--- src/sv/gflt_pkg.sv ---
// Shared types and constants for the finish line lap timer.
`default_nettype none

package gflt_pkg;

	// Line geometry selected by the mode register. The unused code behaves as horizontal.
	localparam logic [1:0] MODE_HORIZ  = 2'd0;
	localparam logic [1:0] MODE_SLOPED = 2'd1;
	localparam logic [1:0] MODE_VERT   = 2'd2;

	// Register indexes; register i sits at byte address 8*i.
	localparam logic [2:0] REG_LON_A  = 3'd0;
	localparam logic [2:0] REG_LAT_A  = 3'd1;
	localparam logic [2:0] REG_LON_B  = 3'd2;
	localparam logic [2:0] REG_LAT_B  = 3'd3;
	localparam logic [2:0] REG_MODE   = 3'd4;
	localparam logic [2:0] REG_SLOPE  = 3'd5;
	localparam logic [2:0] REG_OFFSET = 3'd6;

	localparam int ADDR_W = 6;
	localparam int DATA_W = 64;

	// Operation codes of an input transaction.
	localparam logic OP_SAMPLE = 1'b0;
	localparam logic OP_CLEAR  = 1'b1;

	localparam logic [26:0] LAP_TIME_MAX  = 27'd86399999;
	localparam logic [15:0] LAP_COUNT_MAX = 16'hFFFF;

	localparam int QUEUE_DEPTH_DEF = 4;

	typedef struct packed {
		logic signed [31:0] lon_a;
		logic signed [30:0] lat_a;
		logic signed [31:0] lon_b;
		logic signed [30:0] lat_b;
		logic [1:0]         mode;
		logic signed [31:0] slope;
		logic signed [47:0] offset;
	} line_cfg_t;

	// One classified transaction handed from the front end to the lap engine.
	typedef struct packed {
		logic        op;
		logic        crossed;
		logic [31:0] time_ms;
	} lap_item_t;

	typedef struct packed {
		logic        crossed;
		logic        lap_started;
		logic        lap_done;
		logic [15:0] lap_count;
		logic [26:0] lap_time_ms;
		logic [26:0] best_lap_ms;
		logic        new_best;
	} lap_result_t;

endpackage

`default_nettype wire

--- src/sv/gflt_front.sv ---
// Front end: accepts samples, computes the line offset and flags crossings.
`default_nettype none

module gflt_front (
	input  wire                      clk,
	input  wire                      arst_n,
	input  gflt_pkg::line_cfg_t      cfg,
	input  wire                      sample_valid,
	output logic                     sample_stall,
	input  wire                      operation,
	input  wire signed [30:0]        latitude,
	input  wire signed [31:0]        longitude,
	input  wire [31:0]               time_ms,
	output logic                     push,
	output gflt_pkg::lap_item_t      push_item,
	input  wire                      full
);
	import gflt_pkg::*;

	logic signed [63:0] prod;
	logic               span_in;
	logic               accept;
	logic               en_s1;
	logic               en_s2;

	logic               valid_s1;
	logic               op_s1;
	logic signed [30:0] lat_s1;
	logic signed [31:0] lon_s1;
	logic [31:0]        time_s1;
	logic signed [63:0] prod_s1;
	logic               span_s1;

	logic signed [47:0] floor_s1;
	logic signed [49:0] cur;

	logic               valid_s2;
	logic               op_s2;
	logic [31:0]        time_s2;
	logic               span_s2;
	logic               neg_s2;
	logic               zero_s2;

	logic               prev_neg_q;
	logic               prev_zero_q;
	logic               sign_ok;

	// Full 64-bit product of two signed 32-bit operands.
	assign prod = cfg.slope * longitude;

	// Bounds are inclusive and the endpoints may come in either order.
	assign span_in = (longitude <= cfg.lon_b && longitude >= cfg.lon_a) ||
	                 (longitude <= cfg.lon_a && longitude >= cfg.lon_b) ||
	                 (latitude <= cfg.lat_b && latitude >= cfg.lat_a) ||
	                 (latitude <= cfg.lat_a && latitude >= cfg.lat_b);

	assign push         = valid_s2 && !full;
	assign en_s2        = !valid_s2 || push;
	assign en_s1        = !valid_s1 || en_s2;
	assign sample_stall = !en_s1;
	assign accept       = sample_valid && en_s1;

	always_ff @(posedge clk or negedge arst_n) begin
		if (!arst_n) begin
			valid_s1 <= 1'b0;
		end else if (en_s1) begin
			valid_s1 <= sample_valid;
		end
	end

	always_ff @(posedge clk) begin
		if (accept) begin
			op_s1   <= operation;
			lat_s1  <= latitude;
			lon_s1  <= longitude;
			time_s1 <= time_ms;
			prod_s1 <= prod;
			span_s1 <= span_in;
		end
	end

	// An arithmetic shift of the product is the floor of the Q16.16 result.
	assign floor_s1 = prod_s1[63:16];

	always_comb begin
		case (cfg.mode)
			MODE_SLOPED: cur = 50'(lat_s1) - (50'(floor_s1) + 50'(cfg.offset));
			MODE_VERT:   cur = 50'(lon_s1) - 50'(cfg.lon_a);
			MODE_HORIZ:  cur = 50'(lat_s1) - 50'(cfg.lat_a);
			default:     cur = 50'(lat_s1) - 50'(cfg.lat_a);
		endcase
	end

	always_ff @(posedge clk or negedge arst_n) begin
		if (!arst_n) begin
			valid_s2 <= 1'b0;
		end else if (en_s2) begin
			valid_s2 <= valid_s1;
		end
	end

	always_ff @(posedge clk) begin
		if (en_s2 && valid_s1) begin
			op_s2   <= op_s1;
			time_s2 <= time_s1;
			span_s2 <= span_s1;
			neg_s2  <= cur[49];
			zero_s2 <= (cur == 50'sd0);
		end
	end

	// Only the sign class of the previous offset matters to the crossing test.
	assign sign_ok = prev_zero_q || zero_s2 ||
	                 (prev_neg_q && !neg_s2) ||
	                 (!prev_neg_q && neg_s2);

	always_ff @(posedge clk or negedge arst_n) begin
		if (!arst_n) begin
			prev_neg_q  <= 1'b0;
			prev_zero_q <= 1'b1;
		end else if (push && op_s2 == OP_SAMPLE) begin
			prev_neg_q  <= neg_s2;
			prev_zero_q <= zero_s2;
		end
	end

	assign push_item.op      = op_s2;
	assign push_item.crossed = (op_s2 == OP_SAMPLE) && sign_ok && span_s2;
	assign push_item.time_ms = time_s2;

endmodule

`default_nettype wire

--- src/sv/gflt_fifo.sv ---
// Short queue between the front end and the lap engine.
`default_nettype none

module gflt_fifo #(
	parameter int DEPTH = gflt_pkg::QUEUE_DEPTH_DEF
) (
	input  wire                  clk,
	input  wire                  arst_n,
	input  wire                  push,
	input  gflt_pkg::lap_item_t  push_item,
	output logic                 full,
	input  wire                  pop,
	output gflt_pkg::lap_item_t  head,
	output logic                 empty
);
	import gflt_pkg::*;

	localparam int AW = (DEPTH > 1) ? $clog2(DEPTH) : 1;
	localparam int CW = $clog2(DEPTH + 1);
	localparam logic [AW-1:0] LAST = AW'(DEPTH - 1);

	lap_item_t       mem_q [DEPTH];
	logic [AW-1:0]   wr_ptr_q;
	logic [AW-1:0]   rd_ptr_q;
	logic [CW-1:0]   count_q;

	assign full  = (count_q == CW'(DEPTH));
	assign empty = (count_q == '0);
	assign head  = mem_q[rd_ptr_q];

	always_ff @(posedge clk) begin
		if (push) begin
			mem_q[wr_ptr_q] <= push_item;
		end
	end

	always_ff @(posedge clk or negedge arst_n) begin
		if (!arst_n) begin
			wr_ptr_q <= '0;
			rd_ptr_q <= '0;
			count_q  <= '0;
		end else begin
			if (push) begin
				wr_ptr_q <= (wr_ptr_q == LAST) ? '0 : wr_ptr_q + 1'b1;
			end
			if (pop) begin
				rd_ptr_q <= (rd_ptr_q == LAST) ? '0 : rd_ptr_q + 1'b1;
			end
			case ({push, pop})
				2'b10:   count_q <= count_q + 1'b1;
				2'b01:   count_q <= count_q - 1'b1;
				default: count_q <= count_q;
			endcase
		end
	end

	a_no_push_full: assert property (@(posedge clk) disable iff (!arst_n)
		full |-> !push)
		else $error("queue written while full");

	a_no_pop_empty: assert property (@(posedge clk) disable iff (!arst_n)
		empty |-> !pop)
		else $error("queue read while empty");

endmodule

`default_nettype wire

--- src/sv/gflt_back.sv ---
// Lap engine: keeps lap state and holds the result register.
`default_nettype none

module gflt_back (
	input  wire                    clk,
	input  wire                    arst_n,
	input  wire                    empty,
	input  gflt_pkg::lap_item_t    head,
	output logic                   pop,
	output logic                   result_valid,
	input  wire                    result_stall,
	output gflt_pkg::lap_result_t  result
);
	import gflt_pkg::*;

	logic        count_bump;
	logic [15:0] count_q;
	logic        active_q;
	logic [31:0] start_q;
	logic [26:0] best_q;
	logic [26:0] last_q;

	logic        result_valid_q;
	lap_result_t result_q;

	logic [31:0] elapsed;
	logic [26:0] lap_sat;
	logic        take_best;
	lap_result_t nxt;

	assign pop = !empty && (!result_valid_q || !result_stall);

	assign elapsed    = head.time_ms - start_q;
	assign lap_sat    = (elapsed > {5'b0, LAP_TIME_MAX}) ? LAP_TIME_MAX : elapsed[26:0];
	assign take_best  = (count_q == 16'd1) || (lap_sat < best_q);
	assign count_bump = (count_q != LAP_COUNT_MAX);

	always_comb begin
		nxt.crossed     = 1'b0;
		nxt.lap_started = 1'b0;
		nxt.lap_done    = 1'b0;
		nxt.new_best    = 1'b0;
		nxt.lap_count   = count_q;
		nxt.lap_time_ms = last_q;
		nxt.best_lap_ms = best_q;
		if (head.op == OP_CLEAR) begin
			nxt.lap_count   = '0;
			nxt.best_lap_ms = '0;
		end else if (head.crossed) begin
			nxt.crossed = 1'b1;
			if (active_q) begin
				nxt.lap_done    = 1'b1;
				nxt.lap_time_ms = lap_sat;
				if (take_best) begin
					nxt.best_lap_ms = lap_sat;
					nxt.new_best    = 1'b1;
				end
			end else begin
				nxt.lap_started = 1'b1;
			end
			if (count_bump) begin
				nxt.lap_count = count_q + 16'd1;
			end
		end
	end

	always_ff @(posedge clk or negedge arst_n) begin
		if (!arst_n) begin
			count_q        <= '0;
			active_q       <= 1'b0;
			start_q        <= '0;
			best_q         <= '0;
			last_q         <= '0;
			result_valid_q <= 1'b0;
		end else begin
			if (!result_valid_q || !result_stall) begin
				result_valid_q <= !empty;
			end
			if (pop) begin
				count_q <= nxt.lap_count;
				best_q  <= nxt.best_lap_ms;
				last_q  <= nxt.lap_time_ms;
				if (head.op == OP_CLEAR) begin
					active_q <= 1'b0;
				end else if (head.crossed) begin
					active_q <= 1'b1;
					start_q  <= head.time_ms;
				end
			end
		end
	end

	always_ff @(posedge clk) begin
		if (pop) begin
			result_q <= nxt;
		end
	end

	assign result_valid = result_valid_q;
	assign result       = result_q;

	a_done_is_crossing: assert property (@(posedge clk) disable iff (!arst_n)
		result_valid_q && (result_q.lap_done || result_q.lap_started) |-> result_q.crossed)
		else $error("lap event without a crossing");

	a_start_or_done: assert property (@(posedge clk) disable iff (!arst_n)
		result_valid_q |-> !(result_q.lap_done && result_q.lap_started))
		else $error("lap both started and completed");

	a_best_needs_lap: assert property (@(posedge clk) disable iff (!arst_n)
		result_valid_q && result_q.new_best |->
			result_q.lap_done && result_q.best_lap_ms == result_q.lap_time_ms)
		else $error("new best without a matching completed lap");

	a_best_bounded: assert property (@(posedge clk) disable iff (!arst_n)
		best_q <= LAP_TIME_MAX && last_q <= LAP_TIME_MAX)
		else $error("lap time beyond saturation limit");

endmodule

`default_nettype wire

--- src/sv/gps_finish_line_lap_timer_unit.sv ---
// Top level of the finish line lap timer: configuration registers and the front and back parts.
//
//  Channel   Handshake                        Payload
//  --------  -------------------------------  -------------------------------------------
//  sample    sample_valid / sample_stall      operation, latitude, longitude, time_ms
//  result    result_valid / result_stall      crossed, lap_started, lap_done, lap_count,
//                                             lap_time_ms, best_lap_ms, new_best
//  config    psel, penable, pwrite, pready    paddr (8-byte aligned), pwdata, prdata
//
// The block takes one sample transaction per clock while sample_stall is low and gives one
// result transaction per sample. A sample passes the slope multiplier register, the offset
// and sign register, the queue and the result register, in that order. The reset is
// asynchronous and clears all lap state and the configuration registers; no clearing pass
// follows it. A stalled result only stops the lap engine, and samples are still taken until
// the queue and the two front registers are full.
`default_nettype none

module gps_finish_line_lap_timer_unit #(
	parameter int QUEUE_DEPTH = gflt_pkg::QUEUE_DEPTH_DEF
) (
	input  wire                          clk,
	input  wire                          arst_n,

	input  wire                          psel,
	input  wire                          penable,
	input  wire                          pwrite,
	input  wire [gflt_pkg::ADDR_W-1:0]   paddr,
	input  wire [gflt_pkg::DATA_W-1:0]   pwdata,
	output logic [gflt_pkg::DATA_W-1:0]  prdata,
	output logic                         pready,

	input  wire                          sample_valid,
	output logic                         sample_stall,
	input  wire                          operation,
	input  wire signed [30:0]            latitude,
	input  wire signed [31:0]            longitude,
	input  wire [31:0]                   time_ms,

	output logic                         result_valid,
	input  wire                          result_stall,
	output logic                         crossed,
	output logic                         lap_started,
	output logic                         lap_done,
	output logic [15:0]                  lap_count,
	output logic [26:0]                  lap_time_ms,
	output logic [26:0]                  best_lap_ms,
	output logic                         new_best
);
	import gflt_pkg::*;

	line_cfg_t   cfg_q;
	logic        cfg_wr;
	logic [2:0]  reg_idx;

	logic        push;
	lap_item_t   push_item;
	logic        full;
	logic        pop;
	lap_item_t   head;
	logic        empty;
	lap_result_t result;

	// The port never inserts wait states.
	assign pready  = 1'b1;
	assign cfg_wr  = psel && penable && pwrite;
	assign reg_idx = paddr[ADDR_W-1:3];

	// The user must write registers only while the block is idle, so a write never meets a
	// sample in flight; the block does not enforce this. Writes beyond the last register are dropped.
	always_ff @(posedge clk or negedge arst_n) begin
		if (!arst_n) begin
			cfg_q <= '0;
		end else if (cfg_wr) begin
			case (reg_idx)
				REG_LON_A:  cfg_q.lon_a  <= pwdata[31:0];
				REG_LAT_A:  cfg_q.lat_a  <= pwdata[30:0];
				REG_LON_B:  cfg_q.lon_b  <= pwdata[31:0];
				REG_LAT_B:  cfg_q.lat_b  <= pwdata[30:0];
				REG_MODE:   cfg_q.mode   <= pwdata[1:0];
				REG_SLOPE:  cfg_q.slope  <= pwdata[31:0];
				REG_OFFSET: cfg_q.offset <= pwdata[47:0];
				default:    cfg_q        <= cfg_q;
			endcase
		end
	end

	// Signed registers read back sign-extended to the full data width.
	always_comb begin
		case (reg_idx)
			REG_LON_A:  prdata = DATA_W'(cfg_q.lon_a);
			REG_LAT_A:  prdata = DATA_W'(cfg_q.lat_a);
			REG_LON_B:  prdata = DATA_W'(cfg_q.lon_b);
			REG_LAT_B:  prdata = DATA_W'(cfg_q.lat_b);
			REG_MODE:   prdata = {{(DATA_W-2){1'b0}}, cfg_q.mode};
			REG_SLOPE:  prdata = DATA_W'(cfg_q.slope);
			REG_OFFSET: prdata = DATA_W'(cfg_q.offset);
			default:    prdata = '0;
		endcase
	end

	// The front end classifies each sample as a crossing or not; it owns the sign
	// history of the line offset.
	gflt_front u_front (
		.clk          (clk),
		.arst_n       (arst_n),
		.cfg          (cfg_q),
		.sample_valid (sample_valid),
		.sample_stall (sample_stall),
		.operation    (operation),
		.latitude     (latitude),
		.longitude    (longitude),
		.time_ms      (time_ms),
		.push         (push),
		.push_item    (push_item),
		.full         (full)
	);

	gflt_fifo #(
		.DEPTH (QUEUE_DEPTH)
	) u_fifo (
		.clk       (clk),
		.arst_n    (arst_n),
		.push      (push),
		.push_item (push_item),
		.full      (full),
		.pop       (pop),
		.head      (head),
		.empty     (empty)
	);

	// The lap engine owns timing, the lap count and the best lap.
	gflt_back u_back (
		.clk          (clk),
		.arst_n       (arst_n),
		.empty        (empty),
		.head         (head),
		.pop          (pop),
		.result_valid (result_valid),
		.result_stall (result_stall),
		.result       (result)
	);

	assign crossed     = result.crossed;
	assign lap_started = result.lap_started;
	assign lap_done    = result.lap_done;
	assign lap_count   = result.lap_count;
	assign lap_time_ms = result.lap_time_ms;
	assign best_lap_ms = result.best_lap_ms;
	assign new_best    = result.new_best;

endmodule

`default_nettype wire
--- config.mk ---
export PLATFORM = sky130hd
export DESIGN_NAME = gps_finish_line_lap_timer_unit
export DESIGN_NICKNAME = d
export VERILOG_FILES = /design/src/sv/gflt_pkg.sv /design/src/sv/gflt_front.sv /design/src/sv/gflt_fifo.sv /design/src/sv/gflt_back.sv /design/src/sv/gps_finish_line_lap_timer_unit.sv
export SDC_FILE = /design/constraint.sdc
export NUM_CORES = 2
export LEC_CHECK = 0
export BUFFER_PORTS_ARGS = -buffer_cell sky130_fd_sc_hd__buf_2
export CAP_MARGIN = 20
export CORE_MARGIN = 10
export CORE_UTILIZATION = 45
export DETAILED_ROUTE_END_ITERATION = 7
export GPL_TIMING_DRIVEN = 0
export PLACE_DENSITY_LB_ADDON = 0.15
export SYNTH_ARGS = -nofsm -noshare
export SYNTH_HDL_FRONTEND = slang
export SYNTH_SLANG_ARGS = --single-unit
export TNS_END_PERCENT = 20
--- constraint.sdc ---
create_clock -name clk -period 9.17 [get_ports clk]
set_input_delay 0.917 -clock clk [delete_from_list [all_inputs] [get_ports clk]]
set_output_delay 0.917 -clock clk [all_outputs]
set_load 0.03 [all_outputs]
==> impl_metrics.py <==
metrics = {
    "global_route": {
        "grt_pass1_vias": 59082,
        "grt_overflow_total": 0,
        "grt_max_degree": 104,
        "grtUsageTotal_pct": 28.7,
        "antenna_found_initial": 51,
        "grt_pass1_wl_mm": 395,
    },
    "critical_path": {
        "worstPathArrival_ps": 9460,
        "path_common_cell": "fa_1",
        "critPathCaptureType": "flop",
        "crit_fanout": 10,
        "crit_start": "longitude[18]",
        "path_buf_inv": 5,
        "crit_path_start_kind": "primary input",
        "cp.required_ps": 9580,
        "cp_slowest_cell": "fa_1",
        "critPathMaxStageDelay_ps": 590,
        "critical_path_class": "primary input to flop",
        "timing.rr.start": "cfg_q[71]$_DFFE_PN0P_",
        "critPathTopFamily": "adder cells",
    },
    "sta": {
        "relSlewSlack_pct": 20.5,
        "tns_ps": 0,
        "post-route-period-util_pct": 98.7,
        "worstMarginPinSlew_ps": 1180,
        "drv_slew": 0,
        "worst_slack_ps": 121,
        "final-setup-viol-count": 0,
        "rsz0062_at_grt": "true",
        "clock.fmax_ghz": 0.111,
        "period_minus_slack_ps": 9050,
        "finalClockSkew_ps": 68.9,
        "hold_viol_final": 0,
    },
    "place": {
        "dpl.hpwl_mm": 223,
        "place_congestion": 0.999,
        "dp.cells": 10119,
        "portBuffers": 293,
        "pre_cts_ws_ps": -1890,
    },
    "logic_synthesis": {
        "syn-num-nets": 9394,
        "synth-main-ff-cell": "edfxtp_1",
        "synth_warnings": 0,
        "synth-seq-cells": 714,
        "ys_async_sr_fraction_pct": 45.2,
        "synth-edff-count": 391,
        "post_synth.cell_area_avg_sq_um": 9.94,
        "synth.distinct_cells": 107,
        "synthCells": 7601,
        "synth.cell_area_sq_um": 75500,
        "yosysSeqAreaShare_pct": 26.2,
    },
    "clocking": {
        "cts.path.max_buffers": 3,
        "cts.clk_slew.worst_paths_ps": 70,
        "htreeDepth": 3,
        "hold_buffers": 0,
        "ctsRootBufferMaster": "clkbuf_16",
        "insertion_delay_ps": 690,
        "cts_tree": "built",
        "cts_inserted_buffers": 74,
        "cts.sinks": 714,
    },
    "min_path": {
        "min-delay-path-class": "primary input to async pin",
    },
    "routing": {
        "drc": 0,
        "wl_mm": 268,
        "drtPass1Iterations": 6,
        "vias": 57099,
        "wl_per_cell_microns": 26.0,
        "via_per_inst": 5.55,
        "first_iter_violations": 5013,
        "drtAntennaViolNets": 0,
    },
    "floorplanning": {
        "die_w_microns": 430,
        "placementRows": 150,
        "die_area_sq_um": 185000,
        "initial_core_util_pct": 45.2,
        "ios": 314,
        "die_y_microns": 430,
        "coreArea_sq_um": 167000,
    },
    "cells_and_area": {
        "nNetsFinal": 9790,
        "synthToLayoutAreaGrowth_pct": 10.6,
        "drive_above_1_share_pct": 10.3,
        "num-fill-cells": 15650,
        "utilization_pct": 50.0,
        "fin_cells": 10291,
    },
    "job": {
        "cap_violations": 0,
    },
    "run_status": {
        "status": "finished, final reports clean",
    },
}
## stage by stage
step	cell area (sq um)	hold slack (ps)
2_1_floorplan	75600	400
3_3_place_gp	79800	401
3_5_place_dp	80200	405
4_1_cts	83200	143
5_1_grt	83500	173
6_report	83600	139
## layout make-up
| type | count | area, sq um | area share, % |
|---|---|---|---|
| Antenna cell | 30 | 75.1 | 0.0898 |
| Buffer | 356 | 1830 | 2.19 |
| Clock buffer | 95 | 2030 | 2.43 |
| Clock inverter | 41 | 621 | 0.743 |
| Inverter | 1398 | 5260 | 6.29 |
| Multi-Input combinational cell | 5128 | 49100 | 58.8 |
| Sequential cell | 714 | 19900 | 23.8 |
| Tap cell | 2204 | 2760 | 3.30 |
| Timing Repair Buffer | 325 | 1980 | 2.37 |
## final timing paths
check	cells past startpoint	slack [ps]	end
worst max register to register	28	120	u_front.prod_s1[57]$_DFFE_PP_
min in group clk	1	400	u_front.time_s1[23]$_DFFE_PP_
worst min-delay path	1	140	u_back.last_q[20]$_DFFE_PN0P_
max in group asynchronous	4	7200	cfg_q[65]$_DFFE_PN0P_
worst min register to register	0	420	u_front.time_s2[30]$_DFFE_PP_
worst max-delay path	28	120	u_front.prod_s1[57]$_DFFE_PP_
## worst reg2reg max path: cells and delay by family (launching register included)
family,cells,cell delay (ps)
compound gates,12,2870
fa+ha+maj,9,4470
simple gates,1,130
buf+inv,5,670
flops,1,540
xor+xnor,1,100
## sequential cells by signal (all words and copies together) (netlist names), 32 cells and up
register and cells:
u_front.prod_s1 48, u_front.time_s1 32, u_back.start_q 32, u_fifo.mem_q 136
u_front.lon_s1 32, u_front.time_s2 32, cfg_q 208, u_back.result 74
## layout by cell type (no fill, tap or decap), types with 63 or more instances in the layout
| master | synthesis | final |
|---|---|---|
| dfrtp_1 | 322 | 299 |
| ha_1 | 487 | 487 |
| nand3_1 | 78 | 78 |
| and2_1 | 372 | 371 |
| clkbuf_2 | 0 | 84 |
| a21oi_1 | 225 | 223 |
| edfxtp_1 | 391 | 391 |
| clkbuf_16 | 0 | 77 |
| xor2_1 | 66 | 64 |
| buf_2 | 9 | 304 |
| xnor2_1 | 87 | 85 |
| a22oi_1 | 69 | 69 |
| nor2_1 | 194 | 193 |
| fa_1 | 1133 | 1130 |
| nand2b_1 | 71 | 71 |
| nand4_1 | 71 | 71 |
| mux2_2 | 63 | 63 |
| a21o_1 | 142 | 142 |
| o21ai_0 | 378 | 377 |
| inv_1 | 1395 | 1392 |
| clkbuf_1 | 315 | 169 |
| nand2_1 | 1073 | 1073 |
## cell families after synthesis
kind of cell               after synthesis  share of synthesized area, %
xor gates and xnor gates               153                          1.77
and+or+nand+nor                       2087                          13.0
other                                    1                       0.00496
adders and majority gates             1620                          38.1
DFF                                    714                          26.2
muxes                                  124                          2.28
AOI/OAI and AO/OA                     1143                          9.70
buffers and inverters                 1759                          8.90
## layer usage
metal	track usage, %	routed length [microns]	up-vias
met2	45.4	120000	2244
met5	0	28	-
met1	38.8	113000	29180
li1	-	-	25162
met4	11.8	12600	6
met3	5.40	21400	507
## what timing repair did
item                                    4_1_cts  5_1_grt
setup buffers                                 6        5
resized for setup                           192      188
endpoints found under the setup margin       87       64
pin swaps                                     2        1
## Yosys cell counts, types with 18 or more instances
cell / count / area (sq um)
clkbuf_1: 315 / 1180
a21oi_1: 225 / 1130
a22oi_1: 69 / 518
o21a_1: 24 / 180
buf_4: 24 / 180
nand4_1: 71 / 444
nand3_1: 78 / 390
a221oi_1: 22 / 193
mux2i_1: 26 / 260
fa_1: 1133 / 22700
edfxtp_1: 391 / 11700
mux4_2: 32 / 721
o211ai_1: 23 / 173
nand2_1: 1073 / 4030
inv_1: 1395 / 5240
o21bai_1: 22 / 165
xor2_1: 66 / 578
dfrtp_1: 322 / 8060
nor3_1: 61 / 305
ha_1: 487 / 6090
a21o_1: 142 / 1070
a31oi_1: 35 / 219
o21ai_1: 20 / 100
nor2b_1: 50 / 313
mux2_2: 63 / 709
a211oi_1: 25 / 188
nor4_1: 18 / 113
o21ai_0: 378 / 1890
xnor2_1: 87 / 762
and2_1: 372 / 2330
and3_1: 22 / 138
nand2b_1: 71 / 444
nor2_1: 194 / 728
Power is left out: the tool's default activity adds up to more than one toggle a clock period on the data nets, which glitch-free logic cannot reach.
